## config.mk

```make
export PLATFORM = sky130hd
export DESIGN_NAME = ssp_ctrl
export DESIGN_NICKNAME = d
export VERILOG_FILES = /design/src/design/ssp_pkg.sv /design/src/design/ssp_ctrl.sv
export SDC_FILE = /design/constraint.sdc
export NUM_CORES = 1
export LEC_CHECK = 0
export BUFFER_PORTS_ARGS = -buffer_cell sky130_fd_sc_hd__buf_2
export CORE_MARGIN = 2
export CORE_UTILIZATION = 58
export DETAILED_ROUTE_END_ITERATION = 8
export PLACE_DENSITY_LB_ADDON = 0.3
export SYNTH_ARGS = -nofsm -noshare
export SYNTH_HDL_FRONTEND = slang
export SYNTH_SLANG_ARGS = --single-unit
```

## constraint.sdc

```tcl
create_clock -name clock -period 2.85 [get_ports clock]
set_input_delay 0.285 -clock clock [delete_from_list [all_inputs] [get_ports clock]]
set_output_delay 0.285 -clock clock [all_outputs]
set_load 0.05 [all_outputs]
```

## src/design/ssp_pkg.sv

```systemverilog
// ----------------------------------------------------------------------------
// Shortest-path engine package
// Sizes, word types, controller states, datapath commands and status.
// ----------------------------------------------------------------------------
package ssp_pkg;

   localparam int MAX_VERTICES = 2048;
   localparam int MAX_EDGES    = 4096;
   localparam int WEIGHT_BITS  = 16;
   localparam int DIR_SLOTS    = 2 * MAX_EDGES;
   localparam int HEAP_SLOTS   = DIR_SLOTS + 1;
   localparam int DIST_BITS    = 27;

   localparam int VTX_W  = $clog2(MAX_VERTICES);
   localparam int EADR_W = $clog2(DIR_SLOTS);
   localparam int LINK_W = $clog2(DIR_SLOTS + 1);
   localparam int HADR_W = $clog2(HEAP_SLOTS);
   localparam int CNT_W  = $clog2(HEAP_SLOTS + 1);

   localparam logic [1:0] FUNC_ADD   = 2'd0;
   localparam logic [1:0] FUNC_RUN   = 2'd1;
   localparam logic [1:0] FUNC_QUERY = 2'd2;
   localparam logic [1:0] FUNC_CLEAR = 2'd3;

   typedef struct packed {
      logic [1:0]  func;
      logic [10:0] vertex_a;
      logic [10:0] vertex_b;
      logic [15:0] edge_weight;
   } req_type;

   typedef struct packed {
      logic [26:0] distance;
      logic        reachable;
      logic        status;
   } rsp_type;

   typedef struct packed {
      logic [VTX_W-1:0]       dest;
      logic [WEIGHT_BITS-1:0] weight;
      logic [LINK_W-1:0]      next;
   } edge_type;

   typedef struct packed {
      logic [DIST_BITS-1:0] len;
      logic                 reached;
   } dist_type;

   typedef struct packed {
      logic [DIST_BITS-1:0] key;
      logic [VTX_W-1:0]     vtx;
   } heap_type;

   typedef enum logic [4:0] {
      S_INIT, S_IDLE, S_ADD_CHK, S_ADD_W1, S_ADD_RD_B, S_ADD_W2,
      S_Q_RD, S_Q_DATA, S_CLR, S_RUN_CLR, S_RUN_SRC, S_LOOP,
      S_POP_RDL, S_POP_LAST, S_SIFT_RL, S_SIFT_RR, S_SIFT_STEP, S_SIFT_PLACE,
      S_CHK_RD, S_CHK, S_LINK, S_EDGE, S_EDGE_D, S_RELAX, S_UP_CHK, S_UP_STEP,
      S_DONE
   } state_type;

   typedef enum logic [4:0] {
      CMD_NONE, CMD_ACCEPT, CMD_HEAD_SWEEP, CMD_ADD_RD_A, CMD_ADD_WR_A,
      CMD_ADD_RD_B, CMD_ADD_WR_B, CMD_Q_RD, CMD_Q_DATA, CMD_DIST_SWEEP,
      CMD_RUN_SRC, CMD_POP_RD0, CMD_POP_RDL, CMD_POP_LAST, CMD_SIFT_RDL,
      CMD_SIFT_RDR, CMD_SIFT_STEP, CMD_SIFT_PLACE, CMD_CHK_RD, CMD_CHK,
      CMD_LINK, CMD_EDGE_RD, CMD_EDGE_DATA, CMD_RELAX, CMD_UP_CHK,
      CMD_UP_STEP, CMD_OUT
   } cmd_type;

   typedef struct packed {
      logic full;
      logic sweep_last;
      logic size_zero;
      logic l_in;
      logic sift_move;
      logic stale;
      logic link_zero;
      logic relax_ok;
      logic heap_full;
      logic i_zero;
      logic up_stop;
      logic out_free;
   } status_type;

endpackage

```

## src/design/ssp_ctrl.sv

```systemverilog
// ----------------------------------------------------------------------------
// Shortest-path engine controller
// Sequences edge loads, queries, clears and the heap-driven search.
// ----------------------------------------------------------------------------
module ssp_ctrl import ssp_pkg::*; (
   input  logic       clock,
   input  logic       reset,
   input  logic       req_valid,
   input  logic [1:0] req_func,
   input  status_type status,
   output logic       req_stall,
   output cmd_type    cmd
);

   state_type state_ff, state_in;

   always_ff @(posedge clock) begin
      if (reset) begin
         state_ff <= S_INIT;
      end else begin
         state_ff <= state_in;
      end
   end

   always_comb begin
      state_in = state_ff;
      unique case (state_ff)
         S_INIT:       if (status.sweep_last) state_in = S_IDLE;
         S_IDLE: begin
            if (req_valid) begin
               unique case (req_func)
                  FUNC_ADD:   state_in = S_ADD_CHK;
                  FUNC_RUN:   state_in = S_RUN_CLR;
                  FUNC_QUERY: state_in = S_Q_RD;
                  default:    state_in = S_CLR;
               endcase
            end
         end
         S_ADD_CHK:    state_in = status.full ? S_DONE : S_ADD_W1;
         S_ADD_W1:     state_in = S_ADD_RD_B;
         S_ADD_RD_B:   state_in = S_ADD_W2;
         S_ADD_W2:     state_in = S_DONE;
         S_Q_RD:       state_in = S_Q_DATA;
         S_Q_DATA:     state_in = S_DONE;
         S_CLR:        if (status.sweep_last) state_in = S_DONE;
         S_RUN_CLR:    if (status.sweep_last) state_in = S_RUN_SRC;
         S_RUN_SRC:    state_in = S_LOOP;
         S_LOOP:       state_in = status.size_zero ? S_DONE : S_POP_RDL;
         S_POP_RDL:    state_in = S_POP_LAST;
         S_POP_LAST:   state_in = status.size_zero ? S_CHK_RD : S_SIFT_RL;
         S_SIFT_RL:    state_in = status.l_in ? S_SIFT_RR : S_SIFT_PLACE;
         S_SIFT_RR:    state_in = S_SIFT_STEP;
         S_SIFT_STEP:  state_in = status.sift_move ? S_SIFT_RL : S_CHK_RD;
         S_SIFT_PLACE: state_in = S_CHK_RD;
         S_CHK_RD:     state_in = S_CHK;
         S_CHK:        state_in = status.stale ? S_LOOP : S_LINK;
         S_LINK:       state_in = S_EDGE;
         S_EDGE:       state_in = status.link_zero ? S_LOOP : S_EDGE_D;
         S_EDGE_D:     state_in = S_RELAX;
         S_RELAX:      state_in = (status.relax_ok && !status.heap_full) ? S_UP_CHK : S_EDGE;
         S_UP_CHK:     state_in = status.i_zero ? S_EDGE : S_UP_STEP;
         S_UP_STEP:    state_in = status.up_stop ? S_EDGE : S_UP_CHK;
         S_DONE:       if (status.out_free) state_in = S_IDLE;
         default:      state_in = S_INIT;
      endcase
   end

   always_comb begin
      req_stall = (state_ff != S_IDLE);
      unique case (state_ff)
         S_INIT, S_CLR: cmd = CMD_HEAD_SWEEP;
         S_IDLE:        cmd = req_valid ? CMD_ACCEPT : CMD_NONE;
         S_ADD_CHK:     cmd = CMD_ADD_RD_A;
         S_ADD_W1:      cmd = CMD_ADD_WR_A;
         S_ADD_RD_B:    cmd = CMD_ADD_RD_B;
         S_ADD_W2:      cmd = CMD_ADD_WR_B;
         S_Q_RD:        cmd = CMD_Q_RD;
         S_Q_DATA:      cmd = CMD_Q_DATA;
         S_RUN_CLR:     cmd = CMD_DIST_SWEEP;
         S_RUN_SRC:     cmd = CMD_RUN_SRC;
         S_LOOP:        cmd = CMD_POP_RD0;
         S_POP_RDL:     cmd = CMD_POP_RDL;
         S_POP_LAST:    cmd = CMD_POP_LAST;
         S_SIFT_RL:     cmd = CMD_SIFT_RDL;
         S_SIFT_RR:     cmd = CMD_SIFT_RDR;
         S_SIFT_STEP:   cmd = CMD_SIFT_STEP;
         S_SIFT_PLACE:  cmd = CMD_SIFT_PLACE;
         S_CHK_RD:      cmd = CMD_CHK_RD;
         S_CHK:         cmd = CMD_CHK;
         S_LINK:        cmd = CMD_LINK;
         S_EDGE:        cmd = CMD_EDGE_RD;
         S_EDGE_D:      cmd = CMD_EDGE_DATA;
         S_RELAX:       cmd = CMD_RELAX;
         S_UP_CHK:      cmd = CMD_UP_CHK;
         S_UP_STEP:     cmd = CMD_UP_STEP;
         S_DONE:        cmd = status.out_free ? CMD_OUT : CMD_NONE;
         default:       cmd = CMD_NONE;
      endcase
   end

endmodule

```

==> metrics.yaml <==
final_layout:
  fillers: 134
  layout-drive-gt1-share_pct: 19.75
  seq_area_sq_um: 100.1
  multi_input_area_sq_um: 753.2
  largest_reg_flops: 5
  top_regs: "state_ff (5)"
  diodes: 0
  area_growth_pct: 4.282
  nets: 175
  top_register: "state_ff"
logic_synthesis:
  ys_ff_latch: 5
  syn-num-nets: 160
  synth.avg_cell_area_sq_um: 6.947
  synth_area_leader_cell: "dfxtp_1"
  synth_top_area_share_pct: 10.08
  synth_warnings: 0
  synth-main-ff-cell: "dfxtp_1"
  ys_top_cells_by_area: "dfxtp_1 (10%), nor2b_1 (6.9%), buf_6 (6.8%)"
  synth_fa_ha_area_share_pct: 0
  synth_cells: 143
  yosys.area_share.simple_pct: 37.78
  netlist_area_sq_um: 993.5
  synth_edf_count: 0
  netlist-cell-type-count: 54
  synth_most_common_cell: "a21oi_1"
  async_flop_share_pct: 0
  synthMuxAreaShare_pct: 2.015
  yosysSeqAreaShare_pct: 10.08
  synth_top_family_by_area: "simple AND/OR/NAND/NOR gates"
  synth_common_cells: "a21oi_1 (12), nor2b_1 (11), o21ai_1 (10), nor2_1 (9), nand2_1 (8)"
  yosys.area_share.xor_xnor_pct: 0.8816
  synth_compound_area_share_pct: 35.14
die:
  die_h_um: 45.39
  core_area_sq_mm: 0.001559
  initial_core_util_pct: 63.72
  io_pins: 23
  rows: 14
  die_area_sq_mm: 0.002060
  fp.dieW_um: 45.39
cts:
  clk_latency_ns: 0.24
  postCtsSetupBuffers: 0
  clock_sinks: 5
  max-clock-path-buffers: 2
  htreeDepth: 1
  cts_tree: "yes"
  hold_buffers: 0
  clockRootBuffer: "clkbuf_4"
  clk_pin_slew_ns: 0.04
  postCtsResizedCells: 0
  numCtsBuffers: 3
pwr:
  power_density_mw_per_mm2: 1081
  ir_worst_vdd_uv: 1058
  leakage_uw: 0.0003970
place:
  hpwl_um: 1946
  io_buffers: 22
  place_congestion: 0.9831
  place_ws_ns: 0.6821
route:
  num_vias: 1166
  wire_per_inst_um: 15.69
  drc_errors: 0
  finalWirelength_um: 2715
  first_pass_iters: 4
  avgViaCountPerCell: 6.740
  drtIter0Drc: 67
  ant_nets: 0
run_status:
  outcome: "finished clean"
sta:
  tightest_slew_ns: 1.014
  period_needed_ns: 2.475
  postLayoutSetupSlackWorst_ns: 0.3753
  drv_slew: 0
  tns_ns: 0
  clock.fmax_mhz: 404.1
  rsz0062_at_grt: "false"
  finalClockSkew_ns: 0.002161
  relSlewSlack_pct: 32.31
  period_share_pct: 86.83
  finalSetupViolations: 0
  finalHoldViolations: 0
worst_setup_path:
  slowest_stage: "dfxtp_1"
  path_class: "register to output port"
  path_cells: "nor2_1, a221oi_1, o22ai_1, buf_2"
  crit_path_max_incr_delay_ns: 0.98
  cp_max_fo: 33
  critical_path.endpoint_type: "output port"
  crit_family: "flip-flops"
  path_buf_inv: 1
  startpoint_type: "register"
  worstPathArrival_ns: 2.19
  crit_required_ns: 2.57
global_route:
  track_usage_pct: 29.89
  antenna_found_initial: 0
  grt_first_pass_wirelength_um: 4491
  grt_start_max_net_pins: 34
  grt_overflow: 0
  grt_pass1_vias: 1001
hold_path:
  hold_path_class: "primary input to register"
job:
  maxCapViolCount: 0
worst paths after layout:
path	from	endpoint	slack, ns	cells past startpoint
hold / removal	reset	state_ff[1]	0.26	2
setup / recovery	state_ff[2]	cmd[0]	0.38	4
setup reg to reg	state_ff[0]	state_ff[3]	0.64	5
hold reg to reg	state_ff[4]	state_ff[2]	0.90	3
through the flow:
stage	hold slack, ns	instances	cell area, sq um	utilization [%]	power (uW)
after detailed placement	0.5028	169	1010	64.77	1024
after global placement	0.4936	169	1010	64.77	1004
after CTS	0.2483	173	1036	66.45	1111
after floorplan	0.3541	143	993.5	-	939.3
final	0.2591	173	1036	66.45	1120
after global routing	0.2643	173	1036	66.45	1216
power by group:
part | leakage, uW | internal [uW] | switching [uW] | total, uW
logic | 0.000341 | 288 | 490 | 778
registers | 0.0000409 | 97.4 | 164 | 261
clock network | 0.0000150 | 52.9 | 28.0 | 80.9
total | 0.000397 | 438 | 682 | 1120
metal layers:
metal	track usage, %	share of wire [%]	vias to the layer above	wire, um
met5	0	0	-	0
met3	4.365	8.3	2	225
met4	15.29	0.92	0	25
met1	41.35	45	521	1216
met2	44.51	46	71	1247
li1	-	-	572	-
cell families (layout without fill, tap and decap cells):
| logic type | after synthesis | in the layout |
|---|---|---|
| xor gates and xnor gates | 1 | 1 |
| DFF | 5 | 5 |
| muxes | 2 | 2 |
| and+or+nand+nor | 64 | 64 |
| buffers and inverters | 17 | 31 |
| AOI/OAI and AO/OA | 54 | 54 |
placed cells by master (no fill, tap or decap), types with 2 or more instances in the layout:
cell	instances
buf_2	22
a21oi_1	12
nor2b_1	11
o21ai_1	10
nor2_1	9
nand2_1	8
nand3_1	6
o21ai_0	6
dfxtp_1	5
nand4_1	4
nand3b_1	4
inv_1	3
nor4_1	3
a211oi_1	3
clkbuf_4	3
nor3_1	2
nand2b_1	2
a22oi_1	2
o221ai_1	2
and2_1	2
o22ai_1	2
or3b_1	2
mux2i_1	2
a31oi_1	2
o211ai_1	2
buf_4	2
cell type report:
| type | count | area share, % |
|---|---|---|
| multi-input cells | 121 | 72.71 |
| repair buffers | 24 | 12.08 |
| flip-flops and latches | 5 | 9.662 |
| clock buffers | 4 | 2.536 |
| well taps | 16 | 1.932 |
| inverters | 3 | 1.087 |
Power figures use the tool's default switching activity.
